--- src/hdl/mdpa_fifo.sv ---
// Small first-in first-out queue built from registers.
// Used between the accumulator and the reducer and on the result side.
// Depends on nothing.
`timescale 1ns / 1ps
`default_nettype none

module mdpa_fifo #(
   parameter int WIDTH = 8,
   parameter int DEPTH = 4
) (
   input  wire logic             clock,
   input  wire logic             reset,
   input  wire logic             push,
   input  wire logic [WIDTH-1:0] push_data,
   input  wire logic             pop,
   output logic      [WIDTH-1:0] pop_data,
   output logic                  empty,
   output logic                  full
);

   localparam int PTR_W = (DEPTH > 1) ? $clog2(DEPTH) : 1;
   localparam int CNT_W = $clog2(DEPTH + 1);

   logic [WIDTH-1:0] mem_ff [DEPTH];
   logic [PTR_W-1:0] wr_ptr_ff, wr_ptr_in;
   logic [PTR_W-1:0] rd_ptr_ff, rd_ptr_in;
   logic [CNT_W-1:0] count_ff, count_in;
   logic             do_push;
   logic             do_pop;

   assign empty    = (count_ff == '0);
   assign full     = (count_ff == CNT_W'(DEPTH));
   assign do_push  = push && !full;
   assign do_pop   = pop && !empty;
   assign pop_data = mem_ff[rd_ptr_ff];

   // Pointer and fill-count update with wrap at the depth.
   always_comb begin
      wr_ptr_in = wr_ptr_ff;
      rd_ptr_in = rd_ptr_ff;
      count_in  = count_ff;
      if (do_push) begin
         wr_ptr_in = (wr_ptr_ff == PTR_W'(DEPTH - 1)) ? '0 : wr_ptr_ff + 1'b1;
      end
      if (do_pop) begin
         rd_ptr_in = (rd_ptr_ff == PTR_W'(DEPTH - 1)) ? '0 : rd_ptr_ff + 1'b1;
      end
      if (do_push && !do_pop) begin
         count_in = count_ff + 1'b1;
      end else if (do_pop && !do_push) begin
         count_in = count_ff - 1'b1;
      end
   end

   always_ff @(posedge clock) begin
      if (reset) begin
         wr_ptr_ff <= '0;
         rd_ptr_ff <= '0;
         count_ff  <= '0;
      end else begin
         wr_ptr_ff <= wr_ptr_in;
         rd_ptr_ff <= rd_ptr_in;
         count_ff  <= count_in;
      end
   end

   // Storage needs no reset.
   always_ff @(posedge clock) begin
      if (do_push) begin
         mem_ff[wr_ptr_ff] <= push_data;
      end
   end

endmodule : mdpa_fifo

`default_nettype wire

--- config.mk ---
export PLATFORM = sky130hd
export DESIGN_NAME = mdpa_fifo
export DESIGN_NICKNAME = d
export VERILOG_FILES = /design/src/hdl/mdpa_fifo.sv
export SDC_FILE = /design/constraint.sdc
export NUM_CORES = 1
export LEC_CHECK = 0
export BUFFER_PORTS_ARGS = -buffer_cell sky130_fd_sc_hd__buf_4
export CORE_MARGIN = 10
export CORE_UTILIZATION = 40
export CTS_BUF_LIST = sky130_fd_sc_hd__clkbuf_2
export CTS_CLUSTER_DIAMETER = 30
export DETAILED_ROUTE_END_ITERATION = 12
export HOLD_SLACK_MARGIN = 0.1
export PLACE_DENSITY = 0.57
export SLEW_MARGIN = 20
export SYNTH_ARGS = -nofsm -noshare
export SYNTH_HDL_FRONTEND = slang
export SYNTH_SLANG_ARGS = --single-unit
--- constraint.sdc ---
create_clock -name clock -period 3.3 [get_ports clock]
set_clock_uncertainty 0.2 [all_clocks]
set_input_delay 0.165 -clock clock [delete_from_list [all_inputs] [get_ports clock]]
set_output_delay 0.165 -clock clock [all_outputs]
set_load 0.05 [all_outputs]
==> impl_metrics.py <==
metrics = {
    "clocking": {
        "cts_tree": "yes",
        "worstSkewPairLatency_ns": 0.37,
        "cts_setup_buffers": 0,
        "cts.path.max_buffers": 2,
        "cts_resized": 0,
        "cts_max_level": 2,
        "clk_pin_slew_worst_paths_ns": 0.18,
        "cts_hold_buf": 11,
        "numCtsBuffers": 5,
        "cts_sinks": 41,
        "cts_root_buf": "clkbuf_2",
    },
    "logic_synthesis": {
        "syn_avg_cell_area_um2": 17.9,
        "ys_seq_elements": 41,
        "syn_nets": 111,
        "ys_seq_area_share_pct": 69.4,
        "syn-instance-count": 92,
        "yosysWarningCount": 0,
        "synth.cell_area_um2": 1650,
        "ys_types": 26,
    },
    "power_and_ir_drop": {
        "max-vdd-ir-drop_v": 0.000328,
        "p_leak_nw": 0.750,
        "powerDensity_nw_per_um2": 744,
    },
    "die": {
        "core.rowCount": 23,
        "start_util_pct": 41.1,
        "core_area_um2": 4000,
        "dieWidth_um": 84.1,
        "die_h_um": 84.1,
        "die-area_um2": 7080,
        "ios": 22,
    },
    "setup_path": {
        "start_kind": "flop",
        "critPathRequiredTime_ns": 3.42,
        "worstReg2RegStart": "count_ff[0]",
        "reg2reg_to": "count_ff[2]",
        "ff2ff_path_depth": 9,
        "cp_data_arrival_time_ns": 2.70,
        "cp-endpoint": "count_ff[2]",
        "cp_max_fo": 7,
        "end_kind": "flop",
        "worstSetupPathType": "reg2reg",
        "startpoint": "count_ff[0]",
        "r2r_slack_ns": 0.72,
    },
    "job": {
        "cap_violations": 0,
    },
    "finish": {
        "final_core_util_pct": 50.4,
        "num_antenna_cells": 0,
        "num-fill-cells": 332,
        "nNetsFinal": 146,
        "drive_gt1_share_pct": 35.2,
        "stdcell_area_um2": 2020,
        "area_delta_synth_final_pct": 22.5,
    },
    "routing": {
        "drt_wl_total_um": 2840,
        "dr.pass1.iters": 4,
        "detail_route.wl_per_cell_um": 15.9,
        "dr.first_iter.drc_count": 45,
        "route.vias.total": 880,
        "ant_nets": 0,
        "vias_per_cell": 4.94,
        "drc": 0,
    },
    "timing": {
        "min_period_ns": 2.58,
        "final_max_slew_viol_count": 0,
        "finalCritPeriodShare_pct": 78.2,
        "tightestPinTransition_ns": 0.593,
        "finalHoldViolCount": 0,
        "setup_viol": 0,
        "max_freq_ghz": 0.387,
        "fin_tns_setup_ns": 0,
        "grt_setup_unrepaired": "false",
        "max-slew-margin-rel_pct": 60.4,
    },
    "run_status": {
        "status": "complete, no violations",
    },
    "global_routing": {
        "grt_pass1_vias": 915,
        "grt_max_degree": 13,
        "grt_pass1_wl_um": 4470,
        "track_usage_pct": 8.14,
        "antenna_found_initial": 0,
        "grt_overflow": 0,
    },
    "placed_design": {
        "place_area_um2": 1840,
        "dp_hpwl_um": 2010,
        "port_buffers": 21,
        "place_congestion": 0.757,
    },
    "hold_path": {
        "hold_path_class": "reg2reg",
    },
}
[layout make-up]
class | count | area (um2) | area share [%]
sequential | 41 | 1140 | 56.6
multi-input combinational | 42 | 457 | 22.7
timing repair buffer | 32 | 268 | 13.3
tap | 50 | 62.6 | 3.10
clock inverter | 2 | 33.8 | 1.68
clock buffer | 6 | 30.0 | 1.49
inverter | 5 | 23.8 | 1.18
[Yosys cell counts, drive strengths merged]
| cell | number | share of area [%] |
|---|---|---|
| xor2 | 2 | 1.1 |
| nor2 | 4 | 1.1 |
| o31ai | 2 | 1.5 |
| nand2 | 1 | 0.23 |
| mux4 | 8 | 11 |
| buf | 3 | 1.2 |
| o21ai | 2 | 0.61 |
| mux2i | 2 | 1.2 |
| nand3 | 2 | 0.61 |
| or3b | 1 | 0.53 |
| and3 | 4 | 1.8 |
| nor3 | 2 | 0.61 |
| or3 | 2 | 0.84 |
| fa | 1 | 1.2 |
| edfxtp | 32 | 58 |
| dfxtp | 9 | 11 |
| a21oi | 3 | 0.91 |
| clkbuf | 1 | 0.23 |
| inv | 4 | 0.91 |
| ha | 6 | 4.6 |
| clkinv | 1 | 0.53 |
[layout by cell type (no fill, tap or decap), types with 3 or more instances in the layout]
| master | synthesis | final |
|---|---|---|
| buf_4 | 0 | 21 |
| and3_2 | 4 | 4 |
| inv_1 | 4 | 4 |
| dlygate4sd3_1 | 0 | 11 |
| ha_1 | 6 | 6 |
| edfxtp_1 | 32 | 32 |
| a21oi_1 | 3 | 3 |
| nor2_1 | 3 | 3 |
| clkbuf_2 | 0 | 6 |
| dfxtp_1 | 9 | 9 |
| mux4_2 | 8 | 8 |
[critical path, stage by stage, from the launching register on]
cell and delay [ns]:
dfxtp_1 0.48, or3b_1 0.29, clkinv_4 0.09, nor2_2 0.13, ha_1 0.19, inv_1 0.06
fa_1 0.38, xor2_1 0.16, or3_2 0.40, a21oi_1 0.15
[through the flow]
step / hold slack [ns] / total power [mW] / setup slack, ns / std cells
2_1_floorplan: 0.0639 / 1.09 / 0.842 / 92
3_3_place_gp: 0.165 / 1.23 / 0.823 / 159
3_5_place_dp: 0.171 / 1.24 / 0.731 / 159
4_1_cts: 0.292 / 1.52 / 0.706 / 178
5_1_grt: 0.262 / 1.59 / 0.529 / 178
6_report: 0.305 / 1.50 / 0.718 / 178
[kinds of logic after synthesis]
group	synth area share, %
adder cells (fa/ha/maj)	5.78
flip-flops	69.4
buffers and inverters	2.89
multiplexers	12.2
AO/OA/AOI/OAI	3.04
XOR/XNOR	1.06
AND/OR/NAND/NOR	5.70
[power by group]
| part | switching (mW) | internal, mW | total (mW) |
|---|---|---|---|
| sequential | 0.0645 | 0.629 | 0.694 |
| combinational | 0.320 | 0.211 | 0.531 |
| clock | 0.146 | 0.129 | 0.276 |
| total | 0.531 | 0.970 | 1.50 |
[worst min-delay path by stage]
stage | start | to | slack (ns) | cells after the start
after CTS | push_data[0] | mem_ff[1][0] | 0.29 | 2
final | rd_ptr_ff[0] | rd_ptr_ff[0] | 0.30 | 2
after global routing | push_data[3] | mem_ff[1][3] | 0.26 | 2
after floorplan | push_data[0] | mem_ff[0][0] | 0.06 | 0
after detailed placement | push_data[6] | mem_ff[0][6] | 0.17 | 1
after global placement | push_data[2] | mem_ff[1][2] | 0.16 | 1
[metal layers]
layer  vias to the layer above  part of all wire [%]  GRT usage, %  routed length, um
met2                        19                    53          14.2               1490
met3                         6                   5.4          4.06                154
met1                       432                    40          8.10               1150
met4                         0                   1.6          3.20                 46
li1                        423                     -             -                  -
met5                         -                     0             0                  0
[sequential cells by signal, summed over array words and instances (netlist names), named ones only]
signal / flops
mem_ff: 32
count_ff: 3
rd_ptr_ff: 2
wr_ptr_ff: 2
Power figures use the tool's default switching activity.
