### src/hdl/mdpa_pkg.sv
// Package for the modular dot-product accumulate core.
// Holds shared constants, register-file and job types and register indexes.
// No dependencies.
`timescale 1ns / 1ps
`default_nettype none

package mdpa_pkg;

   // Widths fixed by the operand and register formats.
   localparam int OPERAND_W  = 31;
   localparam int INVERSE_W  = 32;
   localparam int SUM_W      = 64;
   localparam int CSR_IDX_W  = 2;
   localparam int CSR_DATA_W = 32;

   // Register reset values.
   localparam logic [OPERAND_W-1:0] MODULUS_RESET     = 31'd2147483647;
   localparam logic [INVERSE_W-1:0] INVERSE_RESET     = 32'd2147483649;
   localparam logic [OPERAND_W-1:0] POW32_MOD_RESET   = 31'd2;
   localparam logic [OPERAND_W-1:0] POW64_MOD_RESET   = 31'd4;

   // Default queue depths.
   localparam int JOB_QUEUE_DEPTH    = 4;
   localparam int RESULT_QUEUE_DEPTH = 4;

   // Register indexes on the configuration port.
   typedef enum logic [CSR_IDX_W-1:0] {
      CSR_MODULUS   = 2'd0,
      CSR_INVERSE   = 2'd1,
      CSR_POW32_MOD = 2'd2,
      CSR_POW64_MOD = 2'd3
   } csr_index_type;

   // Configuration register file.
   typedef struct packed {
      logic [OPERAND_W-1:0] modulus;
      logic [INVERSE_W-1:0] barrett_inverse;
      logic [OPERAND_W-1:0] two_pow_32_mod;
      logic [OPERAND_W-1:0] two_pow_64_mod;
   } cfg_type;

   // One finished dot product handed from the accumulator to the reducer.
   typedef struct packed {
      logic [SUM_W-1:0]     high_sum;
      logic [SUM_W-1:0]     low_sum;
      logic [OPERAND_W-1:0] prior_value;
   } job_type;

endpackage : mdpa_pkg

`default_nettype wire

### src/hdl/mdpa_front.sv
// Front end: accepts element pairs, multiplies them and keeps the two exact
// running sums; on the last term it hands a finished job to the reducer queue.
// Depends on mdpa_pkg.
`timescale 1ns / 1ps
`default_nettype none

module mdpa_front #(
   parameter int QUEUE_DEPTH = mdpa_pkg::JOB_QUEUE_DEPTH
) (
   input  wire logic                              clock,
   input  wire logic                              reset,
   input  wire logic                              req_push,
   output logic                                   req_full,
   input  wire logic [mdpa_pkg::OPERAND_W-1:0]    req_a_value,
   input  wire logic [mdpa_pkg::OPERAND_W-1:0]    req_b_value,
   input  wire logic [mdpa_pkg::OPERAND_W-1:0]    req_prior_value,
   input  wire logic                              req_last_term,
   output logic                                   job_push,
   output mdpa_pkg::job_type                      job_data,
   input  wire logic                              job_pop
);

   localparam int CRED_W = $clog2(QUEUE_DEPTH + 1);
   localparam int PROD_W = 2 * mdpa_pkg::OPERAND_W;

   logic                             accept;
   logic [CRED_W-1:0]                credit_ff, credit_in;

   logic                             s1_valid_ff;
   logic [mdpa_pkg::OPERAND_W-1:0]   s1_a_ff, s1_b_ff, s1_prior_ff;
   logic                             s1_last_ff;

   logic                             s2_valid_ff;
   logic [PROD_W-1:0]                s2_prod_ff;
   logic [mdpa_pkg::OPERAND_W-1:0]   s2_prior_ff;
   logic                             s2_last_ff;

   logic [mdpa_pkg::SUM_W-1:0]       high_sum_ff, high_sum_in;
   logic [mdpa_pkg::SUM_W-1:0]       low_sum_ff, low_sum_in;
   logic [mdpa_pkg::SUM_W-1:0]       high_next;
   logic [mdpa_pkg::SUM_W-1:0]       low_next;

   // Each accepted last term reserves a queue slot in advance.
   assign req_full = (credit_ff == '0);
   assign accept   = req_push && !req_full;

   always_comb begin
      credit_in = credit_ff;
      if ((accept && req_last_term) && !job_pop) begin
         credit_in = credit_ff - 1'b1;
      end else if (!(accept && req_last_term) && job_pop) begin
         credit_in = credit_ff + 1'b1;
      end
   end

   // Sums after adding the product in the last stage.
   assign high_next = high_sum_ff + mdpa_pkg::SUM_W'(s2_prod_ff[PROD_W-1:32]);
   assign low_next  = low_sum_ff + mdpa_pkg::SUM_W'(s2_prod_ff[31:0]);

   always_comb begin
      high_sum_in = high_sum_ff;
      low_sum_in  = low_sum_ff;
      if (s2_valid_ff) begin
         high_sum_in = s2_last_ff ? '0 : high_next;
         low_sum_in  = s2_last_ff ? '0 : low_next;
      end
   end

   assign job_push             = s2_valid_ff && s2_last_ff;
   assign job_data.high_sum    = high_next;
   assign job_data.low_sum     = low_next;
   assign job_data.prior_value = s2_prior_ff;

   // Control state.
   always_ff @(posedge clock) begin
      if (reset) begin
         credit_ff   <= CRED_W'(QUEUE_DEPTH);
         s1_valid_ff <= 1'b0;
         s2_valid_ff <= 1'b0;
         high_sum_ff <= '0;
         low_sum_ff  <= '0;
      end else begin
         credit_ff   <= credit_in;
         s1_valid_ff <= accept;
         s2_valid_ff <= s1_valid_ff;
         high_sum_ff <= high_sum_in;
         low_sum_ff  <= low_sum_in;
      end
   end

   // Operand capture and product stage.
   always_ff @(posedge clock) begin
      s1_a_ff     <= req_a_value;
      s1_b_ff     <= req_b_value;
      s1_prior_ff <= req_prior_value;
      s1_last_ff  <= req_last_term;
      s2_prod_ff  <= PROD_W'(s1_a_ff) * PROD_W'(s1_b_ff);
      s2_prior_ff <= s1_prior_ff;
      s2_last_ff  <= s1_last_ff;
   end

endmodule : mdpa_front

`default_nettype wire

### config.mk
export PLATFORM = sky130hd
export DESIGN_NAME = mdpa_front
export DESIGN_NICKNAME = d
export VERILOG_FILES = /design/src/hdl/mdpa_pkg.sv /design/src/hdl/mdpa_front.sv
export SDC_FILE = /design/constraint.sdc
export NUM_CORES = 2
export LEC_CHECK = 0
export BUFFER_PORTS_ARGS = -buffer_cell sky130_fd_sc_hd__buf_4
export CAP_MARGIN = 20
export CORE_MARGIN = 2
export CORE_UTILIZATION = 37
export DETAILED_ROUTE_END_ITERATION = 8
export PLACE_DENSITY_LB_ADDON = 0.1
export SLEW_MARGIN = 5
export SYNTH_ARGS = -nofsm -noshare
export SYNTH_HDL_FRONTEND = slang
export SYNTH_SLANG_ARGS = --single-unit
### constraint.sdc
create_clock -name clock -period 11.4 [get_ports clock]
set_clock_uncertainty 0.1 [all_clocks]
set_input_delay 1.14 -clock clock [delete_from_list [all_inputs] [get_ports clock]]
set_output_delay 1.14 -clock clock [all_outputs]
set_load 0.05 [all_outputs]
==> impl_metrics.toml <==
[sta]
fmax_mhz = 118.2
setup-violations-final = 0
tightest_slew_ns = 1.062
slew_viol_final = 0
period_needed_ns = 8.457
rsz0062_at_grt = "no"
slew_headroom = 0.2921
setup_tns_ns = 0
hold_violations = 0
min_period_over_period = 0.7418

[place]
gp_congestion = 0.8599
place_hpwl_um = 103900
io_buffers = 258

[floorplan]
rows = 127
initial_utilization = 0.3743
core-area_mm2 = 0.1203
die_w_um = 352.9
io_pins = 259
die_area_mm2 = 0.1245
fp.dieH_um = 352.9

[drt]
first_pass_iters = 5
vias_per_cell = 5.104
detail-route-antenna-nets = 0
wl_per_cell_um = 21.46
via_count = 33820
wl_um = 142200
drc = 0
drtIter0Drc = 2083

[global_routing]
grt_use_total = 0.2309
antenna_found_initial = 4
grt_pass1_vias = 36050
grt_max_degree = 60
grt_pass1_wl_um = 221600
grt-ovfl-total = 0

[setup_path]
slowest_delay_ns = 0.71
crit_top_cell = "fa_1"
cpMaxStageDelayCell = "dfxtp_1"
worstSetupEndpointType = "flop"
cp_cell_sequence = "buf_4, and2_1, fa_1, fa_1, inv_1, fa_1, fa_1, inv_1, fa_1, fa_1, fa_1, fa_1, ha_1, a21o_1, a21o_1, a21oi_1, o21ai_0, a211oi_1, o31ai_1, a31oi_1, o21ai_0, xor2_1"
required_ns = 11.82
crit_family = "adder cells"
cp.arrival_ns = 8.87
rrSetupSlack_ns = 2.94
start_kind = "flop"
critPathMaxFanout = 17
rr_worst_depth = 22
path_class = "flop to flop"
critPathBufInv = 3
crit-reg2reg-capture = "s2_prod_ff[58]"
worstReg2RegStart = "s1_a_ff[19]"

[logic_synthesis]
synth_xor_area_frac = 0.03540
synth_edf_count = 0
ys_seq_area_frac = 0.1427
synth.mux.area_fraction = 0.0004446
synth-simple-area-share = 0.1713
synth_compound_area_frac = 0.09625
synth_fa_ha_area_frac = 0.4618
synthesis.nets = 6172
synth_top_family_by_area = "adder cells"
ys_warn_count = 0
syn_area_mm2 = 0.04503
synth_area_per_cell_um2 = 9.160
synthCells = 4916
synth_cell_types = 89
synth_ff_type = "dfxtp_1"
async_flop_share = 0
ys_ff_latch = 321

[final_layout]
fill_cells = 12070
layout-drive-gt1-share = 0.09040
area.growth.synth_to_final_pct = 10.93
final_core_util = 0.4153
fin_nets = 6234

[clocking]
numCtsBuffers = 45
worstSkewPairLatency_ns = 0.67
cts_tree = "done"
root_buffer = "clkbuf_16"
h-tree-depth = 2
clock-sinks = 321
cts_hold_buffers = 0
clockBufferDepth = 3
path_clk_slew_ns = 0.07
postCtsSetupRepairBufs = 0
post_cts_resized = 0

[worst_hold_path]
min_from = "s1_prior_ff[6]"
hold_end = "s2_prior_ff[6]"
hp-class = "flop to flop"
worst_hold_path.num_cells = 0

[outcome]
status = "complete, no violations"

[flow_run]
cap_viol_max_count = 0
cells by family after synthesis:
family / Yosys count
AO/OA/AOI/OAI: 627
XOR/XNOR: 182
adder cells (fa/ha/maj): 1158
buffers and inverters: 1094
flip-flops: 321
multiplexers: 2
AND/OR/NAND/NOR: 1532
registers in the layout, indices dropped and copies added (netlist names):
register     count
high_sum_ff     64
low_sum_ff      64
s2_prod_ff      62
s1_a_ff         31
s1_b_ff         31
s1_prior_ff     31
s2_prior_ff     31
credit_ff        3
s1_last_ff       1
s1_valid_ff      1
s2_last_ff       1
s2_valid_ff      1
metrics by stage:
stage | cell area, µm² | worst slack, ns | hold slack (ns) | instances
2_1_floorplan | 45030 | 4.339 | 0.2096 | 4916
3_3_place_gp | 48250 | 3.144 | 0.2096 | 6542
3_5_place_dp | 48270 | 2.933 | 0.2121 | 6543
4_1_cts | 49940 | 2.857 | 0.2255 | 6623
5_1_grt | 49940 | 2.551 | 0.2281 | 6623
6_report | 49950 | 2.943 | 0.2242 | 6626
layout by cell type (no fill, tap or decap), types with 12 or more instances in the layout:
master,n
fa_1,840
nor2_1,133
or3_1,20
o21a_1,17
a21oi_1,150
and3_1,39
o21ai_0,89
nand3_1,66
a41oi_1,16
nor2b_1,22
dfxtp_2,41
o211ai_1,21
o21bai_1,20
a22oi_1,37
xor2_1,78
clkbuf_16,45
o31ai_1,12
xnor2_1,104
nor3_1,48
a21o_1,76
or4_1,12
inv_1,809
a31oi_1,46
a22o_1,25
and2_1,526
ha_1,318
nand2_1,589
nand4_1,34
a211oi_1,16
buf_4,298
dfxtp_1,280
how the worst max path moves through the flow:
stage          cells after the start         from  slack, ns        endpoint
2_1_floorplan                     23  s1_a_ff[16]       4.34  s2_prod_ff[59]
3_3_place_gp                      22  s1_a_ff[19]       3.14  s2_prod_ff[58]
3_5_place_dp                      22  s1_a_ff[19]       2.93  s2_prod_ff[58]
4_1_cts                           22  s1_a_ff[19]       2.86  s2_prod_ff[58]
5_1_grt                           22  s1_a_ff[19]       2.55  s2_prod_ff[58]
6_report                          22  s1_a_ff[19]       2.94  s2_prod_ff[58]
metal layers:
layer  track usage  wire length [µm]
met1        0.3329             67650
met2        0.3685             64040
met3       0.03142              7586
met4       0.05009              2924
met5             0                 0
worst register-to-register path, cell delays in order, from the launching register on:
cell and delay [ns]:
dfxtp_1 0.71, buf_4 0.37, and2_1 0.20, fa_1 0.44, fa_1 0.54, inv_1 0.06
fa_1 0.46, fa_1 0.54, inv_1 0.06, fa_1 0.56, fa_1 0.43, fa_1 0.51
fa_1 0.42, ha_1 0.43, a21o_1 0.22, a21o_1 0.17, a21oi_1 0.13, o21ai_0 0.09
a211oi_1 0.53, o31ai_1 0.28, a31oi_1 0.64, o21ai_0 0.24, xor2_1 0.18
cell type report:
cell class | instances | area, µm² | area share
flip-flops and latches | 321 | 6477 | 0.1297
well taps | 1612 | 2017 | 0.04038
diodes | 3 | 7.507 | 0.0001503
clock inverters | 24 | 439.2 | 0.008792
multi-input cells | 3501 | 34480 | 0.6903
clock buffers | 56 | 1237 | 0.02477
inverters | 810 | 3040 | 0.06087
repair buffers | 299 | 2252 | 0.04509
Yosys cell counts, types with 46 or more instances:
master	instances	area share
a21o_1	76	0.013
a21oi_1	150	0.017
a31oi_1	46	0.0064
and2_1	526	0.073
clkbuf_1	266	0.022
dfxtp_1	321	0.14
fa_1	840	0.37
ha_1	318	0.088
inv_1	809	0.067
nand2_1	589	0.049
nand3_1	66	0.0073
nor2_1	136	0.011
nor3_1	48	0.0053
o21ai_0	89	0.0099
xnor2_1	104	0.020
xor2_1	78	0.015
Power is left out: the tool's default activity adds up to more than one toggle a clock period on the data nets, which glitch-free logic cannot reach.
